==> config.mk <==
export PLATFORM = sky130hd
export DESIGN_NAME = cps_mul
export DESIGN_NICKNAME = d
export VERILOG_FILES = /design/src/design/cps_pkg.sv /design/src/design/cps_mul.sv
export SDC_FILE = /design/constraint.sdc
export NUM_CORES = 2
export LEC_CHECK = 0
export BUFFER_PORTS_ARGS = -buffer_cell sky130_fd_sc_hd__buf_2
export CAP_MARGIN = 25
export CORE_MARGIN = 2
export CORE_UTILIZATION = 70
export CTS_BUF_LIST = sky130_fd_sc_hd__clkbuf_4
export DETAILED_ROUTE_END_ITERATION = 6
export GPL_TIMING_DRIVEN = 0
export PLACE_DENSITY_LB_ADDON = 0.05
export REMOVE_ABC_BUFFERS = 1
export SYNTH_ARGS = -nofsm -noshare
export SYNTH_HDL_FRONTEND = slang
export SYNTH_SLANG_ARGS = --single-unit
==> constraint.sdc <==
create_clock -name clk -period 23.4 [get_ports clk]
set_input_delay 3.51 -clock clk [delete_from_list [all_inputs] [get_ports clk]]
set_output_delay 3.51 -clock clk [all_outputs]
set_load 0.01 [all_outputs]
==> src/design/cps_pkg.sv <==
// Shared types, constants and register codes for the clamped PID step block.
package cps_pkg;

    // Loop update rate used by the integral and derivative scaling
    localparam int STEPS_PER_SECOND = 50;

    // Field and state widths
    localparam int DATA_W     = 16;
    localparam int ERR_W      = DATA_W + 1;
    localparam int SUM_W      = 31;
    localparam int CFG_IDX_W  = 3;
    localparam int CFG_DATA_W = 16;

    // Drive returned when the setpoint lies below the measured value
    localparam logic [DATA_W-1:0] FALLBACK_DRIVE = 16'd13;

    // Register indexes
    localparam logic [CFG_IDX_W-1:0] CFG_GAIN_P = 3'd0;
    localparam logic [CFG_IDX_W-1:0] CFG_GAIN_I = 3'd1;
    localparam logic [CFG_IDX_W-1:0] CFG_GAIN_D = 3'd2;
    localparam logic [CFG_IDX_W-1:0] CFG_PERIOD = 3'd3;

    localparam logic [DATA_W-1:0] PERIOD_RESET = 16'd1000;

    // Integral quotient by reciprocal: x < STEPS * 2^16 always holds when it is used
    localparam int     X_W         = $clog2(STEPS_PER_SECOND * 65536);
    localparam int     LIM_W       = X_W + 1;
    localparam int     RECIP_SHIFT = X_W + $clog2(STEPS_PER_SECOND);
    localparam longint RECIP       = ((longint'(1) << RECIP_SHIFT) + STEPS_PER_SECOND - 1)
                                     / STEPS_PER_SECOND;
    localparam int     RECIP_W     = $clog2(RECIP + 1);

    // Derivative difference scaled by the rate
    localparam int STEP_W  = $clog2(STEPS_PER_SECOND + 1);
    localparam int DIFFD_W = ERR_W + STEP_W;

    // Shared multiplier operand and product widths
    localparam int MUL_A_W0 = (DIFFD_W > 32) ? DIFFD_W : 32;
    localparam int MUL_A_W  = (X_W + 1 > MUL_A_W0) ? X_W + 1 : MUL_A_W0;
    localparam int MUL_B_W0 = (RECIP_W + 1 > ERR_W) ? RECIP_W + 1 : ERR_W;
    localparam int MUL_B_W  = (STEP_W + 1 > MUL_B_W0) ? STEP_W + 1 : MUL_B_W0;
    localparam int PROD_W   = MUL_A_W + MUL_B_W;

    // Configuration register set
    typedef struct packed {
        logic signed [DATA_W-1:0] gain_p;
        logic signed [DATA_W-1:0] gain_i;
        logic signed [DATA_W-1:0] gain_d;
        logic        [DATA_W-1:0] period;
    } cfg_t;

    // Sequencer states
    typedef enum logic [3:0] {
        ST_IDLE,
        ST_P,
        ST_I,
        ST_IDIV,
        ST_D1,
        ST_D2,
        ST_DCL,
        ST_TOT,
        ST_DONE
    } state_t;

endpackage

==> src/design/cps_mul.sv <==
// Shared signed multiplier with a registered product.
module cps_mul (
    input  logic                                 clk,
    input  logic signed [cps_pkg::MUL_A_W-1:0]   a,
    input  logic signed [cps_pkg::MUL_B_W-1:0]   b,
    output logic signed [cps_pkg::PROD_W-1:0]    prod_reg
);

    logic signed [cps_pkg::PROD_W-1:0] prod_next;

    // Full-width signed product
    always_comb
    begin
        prod_next = a * b;
    end

    always_ff @(posedge clk)
    begin
        prod_reg <= prod_next;
    end

endmodule

Word level (Yosys, flattened, before mapping)
Index checks and enable logic that the tools add are counted.
Word-level totals
  register bits: 56
  bits of input ports: 57
  output and inout bits: 56
  word-level logic and storage cells: 2
Operators by class
  multiply operators: 1
Operators with widths (number)
  32-bit by 24-bit multiplier with 56-bit output: 1

Logic depth before layout (Yosys ltp)
  depth in word-level cells: 1
  depth in mapped cells: 28

Worst setup path after synthesis
Ideal clock, no wire load.
  path kind: input-to-reg
  start: input port b[9] (netlist bit)
  end: register prod_reg[49] (netlist bit)
  setup time: 62 ps
  data arrival time: 9999 ps
  required time: 23338 ps
  slack: 13339 ps
  stages: 25
  path through: clkbuf_1 nand2_1 fa_1 fa_1 inv_1 fa_1 inv_1 fa_1 inv_1 fa_1 fa_1 inv_1 fa_1 inv_1 ha_1 nand2_1 nor3_4 or3b_1 a21o_1 a31oi_4 a31oi_4 o31ai_4 a211oi_1 or4_1 nand3_1
On the way
  longest elaborated chain between the ends: 1
RTL lines
  from (decl): RTL line cps_mul.sv:5  | input logic signed [cps_pkg::MUL_B_W-1:0] b,
  32-bit by 24-bit multiplier with 56-bit output: RTL line cps_mul.sv:14  | prod_next = a * b;
  net prod_next, one bit: RTL line cps_mul.sv:9  | logic signed [cps_pkg::PROD_W-1:0] prod_next;
  to (signal assigned): RTL line cps_mul.sv:19  | prod_reg <= prod_next;
  to (decl): RTL line cps_mul.sv:6  | output logic signed [cps_pkg::PROD_W-1:0] prod_reg
The timed path passes the listed nets, and every way through them passes these cells.

Final worst setup path
  start: input port b[0] (netlist bit)
  end: register prod_reg[55] (netlist bit)
Same word-level chain as after synthesis.

==> impl_metrics.json <==
{
  "status": "finished, violations left",
  "violations": "design-rule violations",
  "multi_input_area_um2": 23500,
  "crit_type": "primary input to flip-flop",
  "area_growth_pct": 2.60,
  "cts_tree": "done",
  "synth.cell_area_um2": 28100,
  "maxCapViolCount": 0,
  "cts_sinks": 56,
  "setup_viol": 0,
  "max_freq_ghz": 0.0920,
  "drive_gt1_share_pct": 4.44,
  "syn_inst": 2996,
  "drc": 18,
  "final_common_cell": "fa_1",
  "largest_register_ffs": 56,
  "slew_headroom_pct": 32.6,
  "synth_edf_count": 0,
  "ys_warn_count": 0,
  "final-seq-area_um2": 1120,
  "worst-endpoint-required_ps": 23830,
  "critPathLaunch": "b[0]",
  "die-area_um2": 41700,
  "routed_wl_um": 71200,
  "h-tree-depth": 2,
  "yosys.area.top_type_share_pct": 55.8,
  "synth_top_area_cell": "fa_1",
  "grt_pass1_wl_um": 117000,
  "grt_max_degree": 33,
  "crit_fanout": 32,
  "die_y_um": 204,
  "post_cts_buffers": 0,
  "holdPathEnd": "prod_reg[0]",
  "io_pins": 113,
  "synth_ff_type": "dfxtp_1",
  "grt_antenna_before_repair": 3,
  "grt-ovfl-total": 0,
  "grt_pass1_vias": 22500,
  "hold_class": "primary input to flip-flop",
  "cts_made_buffers": 5,
  "period_share_pct": 46.4,
  "antenna_left": 0,
  "arrival_ps": 11290,
  "yosysUniqueCellTypes": 52,
  "cts_root_buf": "clkbuf_4",
  "avgSynthCellArea_um2": 9.37,
  "grt_usage_pct": 37.2,
  "start_kind": "primary input",
  "routedWlPerCell_um": 20.3,
  "critPathCaptureType": "flip-flop",
  "finish.utilization_pct": 72.7,
  "ctsResizeCount": 0,
  "vias": 19900,
  "final.setup.tns_ps": 0,
  "finalMaxSlewViolations": 0,
  "gp_congestion": 0.930,
  "clkTransAtPathRegs_ps": 180,
  "whs_path_depth": 2,
  "hold_slack_ps": 3570,
  "vias_per_cell": 5.69,
  "ys_seq_area_share_pct": 3.99,
  "fin_crit_ps": 10870,
  "start_util_pct": 70.8,
  "netlist_top_cells_area": "fa_1 (56%), inv_1 (10%), and2_1 (8.3%)",
  "rsz0062_at_grt": "no",
  "dp_hpwl_um": 54200,
  "drtIter0Drc": 1213,
  "fillers": 3019,
  "portBuffers": 112,
  "layout_common_cells": "fa_1 (783), inv_1 (769), nand2_1 (397)",
  "core-area_um2": 39600,
  "die_w_um": 204,
  "nets": 3962,
  "cts_hold_buf": 0,
  "dr.pass1.iters": 7,
  "tightestPinTransition_ps": 1010,
  "ys_ff_latch": 56,
  "rows": 73,
  "min-delay-start": "a[0]",
  "async_flop_share_pct": 0,
  "cts_buffer_depth": 2,
  "finalHoldViolations": 0
}
-- critical path: stages --
cell and delay [ps]:
buf_2 560, nand2_1 230, inv_1 190, fa_1 570
fa_1 790, inv_1 290, fa_1 820, inv_1 270
fa_1 530, fa_1 570, fa_1 440, fa_1 470
ha_1 440, nand3_1 110, or4_1 500, o211ai_1 430
a31oi_1 220, a21oi_1 220, xnor2_1 130
-- routing by layer --
layer,share of wire [%],vias up,GRT usage (%),wire (um)
li1,-,8467,-,-
met1,36,10300,46.7,25800
met2,51,910,64.9,36500
met3,8.7,197,6.54,6170
met4,3.8,0,13.9,2680
met5,0,-,0,0
-- cells by family after synthesis --
kind of cell	share of synthesized area (%)
xor+xnor	1.97
compound gates	3.72
buf+inv	12.2
fa+ha+maj	62.5
flops	3.99
simple gates	15.5
-- synthesized netlist by cell type (20+ instances only) --
master    number
fa_1         783
inv_1        769
nand2_1      397
and2_1       371
ha_1         150
clkbuf_1     138
dfxtp_1       56
a21oi_1       47
nor2_1        45
xnor2_1       45
o21ai_0       29
a21o_1        20
-- final cells by class --
cell class / count / area share, %
multi-input cells: 2028 / 81.6
inverters: 769 / 10.0
flip-flops and latches: 56 / 3.89
well taps: 525 / 2.28
repair buffers: 112 / 1.95
clock buffers: 6 / 0.156
clock inverters: 2 / 0.0478
diodes: 1 / 0.00869
-- metrics by stage --
step	instance area, um^2	setup slack (ps)	cells
floorplan	27500	13550	2853
global placement	28700	12140	3490
detailed placement	28700	12030	3490
CTS	28800	12540	3498
global route	28800	12200	3499
finish	28800	12530	3499
-- how the worst max path moves through the flow --
stage	to	cells past startpoint
2_1_floorplan	prod_reg[49]	23
3_3_place_gp	prod_reg[51]	19
3_5_place_dp	prod_reg[51]	19
4_1_cts	prod_reg[51]	19
5_1_grt	prod_reg[54]	25
6_report	prod_reg[55]	19
Power is not shown: default switching activity piles up to over one toggle a cycle in this logic, so the estimate is an artifact.
