**src/design/cps_pkg.sv**
```systemverilog
// Shared types, constants and register codes for the clamped PID step block.
package cps_pkg;

    // Loop update rate used by the integral and derivative scaling
    localparam int STEPS_PER_SECOND = 50;

    // Field and state widths
    localparam int DATA_W     = 16;
    localparam int ERR_W      = DATA_W + 1;
    localparam int SUM_W      = 31;
    localparam int CFG_IDX_W  = 3;
    localparam int CFG_DATA_W = 16;

    // Drive returned when the setpoint lies below the measured value
    localparam logic [DATA_W-1:0] FALLBACK_DRIVE = 16'd13;

    // Register indexes
    localparam logic [CFG_IDX_W-1:0] CFG_GAIN_P = 3'd0;
    localparam logic [CFG_IDX_W-1:0] CFG_GAIN_I = 3'd1;
    localparam logic [CFG_IDX_W-1:0] CFG_GAIN_D = 3'd2;
    localparam logic [CFG_IDX_W-1:0] CFG_PERIOD = 3'd3;

    localparam logic [DATA_W-1:0] PERIOD_RESET = 16'd1000;

    // Integral quotient by reciprocal: x < STEPS * 2^16 always holds when it is used
    localparam int     X_W         = $clog2(STEPS_PER_SECOND * 65536);
    localparam int     LIM_W       = X_W + 1;
    localparam int     RECIP_SHIFT = X_W + $clog2(STEPS_PER_SECOND);
    localparam longint RECIP       = ((longint'(1) << RECIP_SHIFT) + STEPS_PER_SECOND - 1)
                                     / STEPS_PER_SECOND;
    localparam int     RECIP_W     = $clog2(RECIP + 1);

    // Derivative difference scaled by the rate
    localparam int STEP_W  = $clog2(STEPS_PER_SECOND + 1);
    localparam int DIFFD_W = ERR_W + STEP_W;

    // Shared multiplier operand and product widths
    localparam int MUL_A_W0 = (DIFFD_W > 32) ? DIFFD_W : 32;
    localparam int MUL_A_W  = (X_W + 1 > MUL_A_W0) ? X_W + 1 : MUL_A_W0;
    localparam int MUL_B_W0 = (RECIP_W + 1 > ERR_W) ? RECIP_W + 1 : ERR_W;
    localparam int MUL_B_W  = (STEP_W + 1 > MUL_B_W0) ? STEP_W + 1 : MUL_B_W0;
    localparam int PROD_W   = MUL_A_W + MUL_B_W;

    // Configuration register set
    typedef struct packed {
        logic signed [DATA_W-1:0] gain_p;
        logic signed [DATA_W-1:0] gain_i;
        logic signed [DATA_W-1:0] gain_d;
        logic        [DATA_W-1:0] period;
    } cfg_t;

    // Sequencer states
    typedef enum logic [3:0] {
        ST_IDLE,
        ST_P,
        ST_I,
        ST_IDIV,
        ST_D1,
        ST_D2,
        ST_DCL,
        ST_TOT,
        ST_DONE
    } state_t;

endpackage

```
**src/design/cps_cfg.sv**
```systemverilog
// Configuration register file: gains and drive period.
module cps_cfg (
    input  logic                              clk,
    input  logic                              rst_n,
    input  logic                              cfg_we,
    input  logic [cps_pkg::CFG_IDX_W-1:0]     cfg_index,
    input  logic [cps_pkg::CFG_DATA_W-1:0]    cfg_data,
    output cps_pkg::cfg_t                     cfg
);

    cps_pkg::cfg_t cfg_reg;
    cps_pkg::cfg_t cfg_next;

    // Decode the write; unknown indexes drop the beat
    always_comb
    begin
        cfg_next = cfg_reg;
        if (cfg_we)
        begin
            unique case (cfg_index)
                cps_pkg::CFG_GAIN_P: cfg_next.gain_p = cfg_data;
                cps_pkg::CFG_GAIN_I: cfg_next.gain_i = cfg_data;
                cps_pkg::CFG_GAIN_D: cfg_next.gain_d = cfg_data;
                cps_pkg::CFG_PERIOD: cfg_next.period = cfg_data;
                default:             cfg_next = cfg_reg;
            endcase
        end
    end

    always_ff @(posedge clk or negedge rst_n)
    begin
        if (!rst_n)
        begin
            cfg_reg.gain_p <= '0;
            cfg_reg.gain_i <= '0;
            cfg_reg.gain_d <= '0;
            cfg_reg.period <= cps_pkg::PERIOD_RESET;
        end
        else
        begin
            cfg_reg <= cfg_next;
        end
    end

    assign cfg = cfg_reg;

endmodule

```
**config.mk**
```make
export PLATFORM = sky130hd
export DESIGN_NAME = cps_cfg
export DESIGN_NICKNAME = d
export VERILOG_FILES = /design/src/design/cps_pkg.sv /design/src/design/cps_cfg.sv
export SDC_FILE = /design/constraint.sdc
export NUM_CORES = 1
export LEC_CHECK = 0
export BUFFER_PORTS_ARGS = -buffer_cell sky130_fd_sc_hd__buf_4
export CELL_PAD_IN_SITES_DETAIL_PLACEMENT = 1
export CELL_PAD_IN_SITES_GLOBAL_PLACEMENT = 1
export CORE_ASPECT_RATIO = 1.1
export CORE_UTILIZATION = 40
export CTS_CLUSTER_DIAMETER = 30
export DETAILED_ROUTE_END_ITERATION = 10
export MAX_ROUTING_LAYER = met4
export PLACE_DENSITY_LB_ADDON = 0.3
export SKIP_CTS_REPAIR_TIMING = 1
export SLEW_MARGIN = 25
export SYNTH_ARGS = -nofsm -noshare
export SYNTH_HDL_FRONTEND = slang
export SYNTH_SLANG_ARGS = --single-unit
```
**constraint.sdc**
```tcl
create_clock -name clk -period 1.13 [get_ports clk]
set_clock_uncertainty 0.2 [all_clocks]
set_input_delay 0.226 -clock clk [delete_from_list [all_inputs] [get_ports clk]]
set_output_delay 0.226 -clock clk [all_outputs]
set_load 0.05 [all_outputs]
```
# Word-level counts from Yosys, hierarchy flattened
# Cells that the tools add are included.
[word_totals]
ff_bits = 64
latch_bits = 0
mem_bits_rw = 0
romBits = 0
input_bits = 22
wordCells = 12
mem_count = 0
[op_classes]
add_sub_neg = 0
multipliers = 0
div_mod_pow = 0
n_lt_le_gt_ge = 0
eq_ne = 3
shift = 0
mux = 0
bitwise = 0
n_reduce_logical = 5
[ops]
columns = ["operator", "n"]
rows = [
  ["$reduce_and A2 Y1", 4],
  ["$eq A3 B2 Y1 const B", 2],
  ["$eq A3 B1 Y1 const B", 1],
  ["$logic_not A3 Y1", 1],
]

# Logic depth before layout (Yosys ltp)
[depth]
depth_word = 2
mapped_depth = 4

# Worst setup path before layout
# Ideal clock, no wire load.
[synth_path]
path_type = "input -> register"
from = "input port cfg_index[0] (netlist name)"
to = "register cfg_reg, in the netlist cfg[48]"
setup_ps = 125
arrival_time_ps = 1186
required_ps = 805
slack_ps = -381
cell_stages = 3
path_buffers = 1
path_cell_list = "nor4b_4 -> buf_6 -> mux2_2"
[synth_between]
elab_chain_cells = 2
[synth_rtl]
columns = ["element", "line_no", "rtl"]
rows = [
  ["start: declaration", "cps_cfg.sv:6", "input logic [cps_pkg::CFG_IDX_W-1:0] cfg_index,"],
  ["$logic_not A3 Y1", "cps_cfg.sv:20", "unique case (cfg_index)"],
  ["$reduce_and A2 Y1 (no source line)", "-", ""],
  ["end signal: assignment", "cps_cfg.sv:41", "cfg_reg <= cfg_next;"],
  ["end: declaration", "cps_cfg.sv:11", "cps_pkg::cfg_t cfg_reg;"],
]
# No other way between the ends.
# A chain may end at the register's enable or synchronous reset.

# Worst setup path after layout
[layout_path]
from = "register cfg_reg, in the netlist cfg[5]"
to = "output port cfg[5] (netlist name)"
[layout_lines]
columns = ["element", "line_no", "rtl"]
rows = [
  ["end: declaration", "cps_cfg.sv:8", "output cps_pkg::cfg_t cfg"],
]
# No word-level cell between the ends.

==> load_flow_metrics.sql <==
INSERT INTO impl_metrics (metric_group, metric, value, unit) VALUES
('outcome', 'status', 'finished, violations left', ''),
('outcome', 'violations', 'hold timing, setup timing', ''),
('synth', 'synth.cell_area', '2455', 'sq um'),
('run', 'max_cap_violations', '0', ''),
('worst_hold_path', 'worstHoldPathType', 'input pin to register', ''),
('power', 'switchingPower', '0.003818', 'W'),
('clock_tree', 'clock_latency', '0.33', 'ns'),
('timing', 'final_hold_viol_count', '61', ''),
('placed_design', 'place_area', '3440', 'sq um'),
('synth', 'syn_avg_cell_area', '17.79', 'sq um'),
('clock_tree', 'htree_num_levels', '3', ''),
('timing', 'final.period_utilization', '1.304', ''),
('synth', 'ys_seq_elements', '64', ''),
('power', 'switching_share', '0.4056', ''),
('worst_setup_path', 'slowest_stage', 'sky130_fd_sc_hd__dfstp_2', ''),
('worst_setup_path', 'cp_slowest_stage_delay', '0.57', 'ns'),
('floorplanning', 'design.die.area', '6455', 'sq um'),
('synth', 'synth_top_cells_by_area', 'sky130_fd_sc_hd__dfrtp_1 59%, sky130_fd_sc_hd__mux2_2 29%, sky130_fd_sc_hd__dfstp_2 6.4%', ''),
('timing', 'max_slew.worst_pin.slew', '0.3228', 'ns'),
('worst_setup_path', 'worstSetupStartpointType', 'register', ''),
('cells_and_area', 'final_cell_count_no_fill', '346', ''),
('clock_tree', 'ctsRootBufferMaster', 'sky130_fd_sc_hd__clkbuf_8', ''),
('cells_and_area', 'leading_cell_type_in_the_layout_fill_and_taps_excluded', 'sky130_fd_sc_hd__buf_6', ''),
('cells_and_area', 'drive_gt1_frac', '0.8067', ''),
('grt', 'grt_start_max_net_pins', '29', ''),
('placed_design', 'port_buffers', '85', ''),
('cells_and_area', 'antenna_cells_inserted', '0', ''),
('timing', 'fin_tns_setup', '-15.64', 'ns'),
('grt', 'via_count_of_the_first_global_routing_pass', '1750', ''),
('route', 'drcViolationCount', '0', ''),
('power', 'power_per_cell_area', '2257', 'nW/um^2'),
('timing', 'maxSlewViolCount', '0', ''),
('worst_setup_path', 'worst-setup-path-type', 'register to output pin', ''),
('power', 'power_report.internal_total', '0.005595', 'W'),
('route', 'final_antenna_net_count', '0', ''),
('worst_setup_path', 'crit_chain', 'buf_8', ''),
('clock_tree', 'numCtsBuffers', '9', ''),
('grt', 'grt_antenna_before_repair', '0', ''),
('synth', 'synth.yosys.seq_area_share', '0.6555', ''),
('grt', 'grt_usage', '0.2099', ''),
('route', 'wl', '8212', 'um'),
('power', 'leakage', '1.983', 'nW'),
('floorplanning', 'num_rows', '29', ''),
('grt', 'grt_pass1_wl', '9735', 'um'),
('synth', 'synth_top_area_share', '0.5912', ''),
('synth', 'post_synth_num_cell_types', '8', ''),
('clock_tree', 'clk_path_buf_depth', '2', ''),
('synth', 'syn-num-nets', '160', ''),
('timing', 'setup-violations-final', '112', ''),
('clock_tree', 'cts_sinks', '64', ''),
('grt', 'grt_overflow', '0', ''),
('power', 'p_seq_frac', '0.352', ''),
('floorplanning', 'core_region_area', '5842', 'sq um'),
('worst_setup_path', 'worst_ep_arrival_time', '1.05', 'ns'),
('synth', 'synth_area_leader_cell', 'sky130_fd_sc_hd__dfrtp_1', ''),
('cells_and_area', 'layout-area-overhead-vs-synth', '69.88', '%'),
('timing', 'final.hold.worst_slack', '-0.04427', 'ns'),
('synth', 'synthesis.yosys.warnings', '0', ''),
('timing', 'slew_headroom', '0.7839', ''),
('power', 'clockPowerShare', '0.184', ''),
('timing', 'finalWorstSetupSlack', '-0.3437', 'ns'),
('worst_setup_path', 'critPathTopFamily', 'flip-flops', ''),
('clock_tree', 'tritoncts', 'built', ''),
('route', 'avgViaCountPerCell', '4.884', ''),
('power', 'pwr-share-comb', '0.465', ''),
('worst_setup_path', 'critical_path_buf_inv_count', '1', ''),
('placed_design', 'dpl.hpwl', '4276', 'um'),
('cells_and_area', 'commonest_cells_after_routing_fill_and_taps_aside', '61 x sky130_fd_sc_hd__buf_6, 48 x sky130_fd_sc_hd__mux2_4, 48 x sky130_fd_sc_hd__dfrtp_1', ''),
('route', 'num_vias', '1690', ''),
('route', 'drt-pass1-iter-count', '4', ''),
('clock_tree', 'cts.reportedPaths.clkPinSlew', '0.07', 'ns');
-- cells in the mapped netlist (all sizes together) --
master and number:
mux2 64, buf 6, and4bb 2, dfstp 6, nand4b 1, nor4b 1, dfrtp 58
-- layout make-up --
type	instances	area (sq um)
multi-input combinational	68	980.9
timing repair buffer	121	1305
clock buffer	13	148.9
fill	490	1672
tap	77	96.34
sequential	64	1622
clock inverter	3	17.52
-- stage by stage --
| stage | worst slack, ns | util | hold slack, ns | power [W] |
|---|---|---|---|---|
| after global placement | -0.4062 | 0.5888 | -0.09009 | 0.006697 |
| after detailed placement | -0.4360 | 0.5888 | -0.08853 | 0.006781 |
| final | -0.3437 | 0.7139 | -0.04427 | 0.009413 |
| after CTS | -0.3843 | 0.6173 | -0.4536 | 0.008489 |
| after global routing | -0.3797 | 0.7139 | -0.05872 | 0.009724 |
| after floorplan | -0.3805 | - | -0.2696 | 0.005585 |
-- layer usage --
metal	vias to the layer above	share of wire	GRT usage
met2	70	0.54	0.3190
met3	11	0.048	0.04022
li1	742	-	-
met1	867	0.40	0.2716
met4	0	0.014	0.09965
met5	-	0	-
-- power groups by stage --
stage / registers, W / clock network [W] / logic (W)
global route: 0.00335 / 0.00186 / 0.00451
floorplan: 0.00495 / 0 / 0.000637
detailed placement: 0.00320 / 0 / 0.00358
CTS: 0.00317 / 0.00173 / 0.00359
global placement: 0.00318 / 0 / 0.00352
finish: 0.00331 / 0.00173 / 0.00437
-- cells by family after synthesis --
logic type,Yosys count,synth area share
multiplexers,64,0.2936
flip-flops,64,0.6555
buffers and inverters,6,0.02497
AND/OR/NAND/NOR,4,0.02599
-- path summary, 6_finish.rpt --
kind,from,cells past startpoint,slack [ns],end
hold / removal,cfg_data[4],2,-0.04,cfg[52]
setup reg to reg,cfg[46],2,-0.03,cfg[46]
hold reg to reg,cfg[4],1,0.33,cfg[4]
min in group asynchronous,rst_n,2,0.13,cfg[21]
max in group asynchronous,rst_n,3,0.11,cfg[3]
setup / recovery,cfg[5],1,-0.34,cfg[5]
No activity file was read; power rests on OpenSTA's default activity.
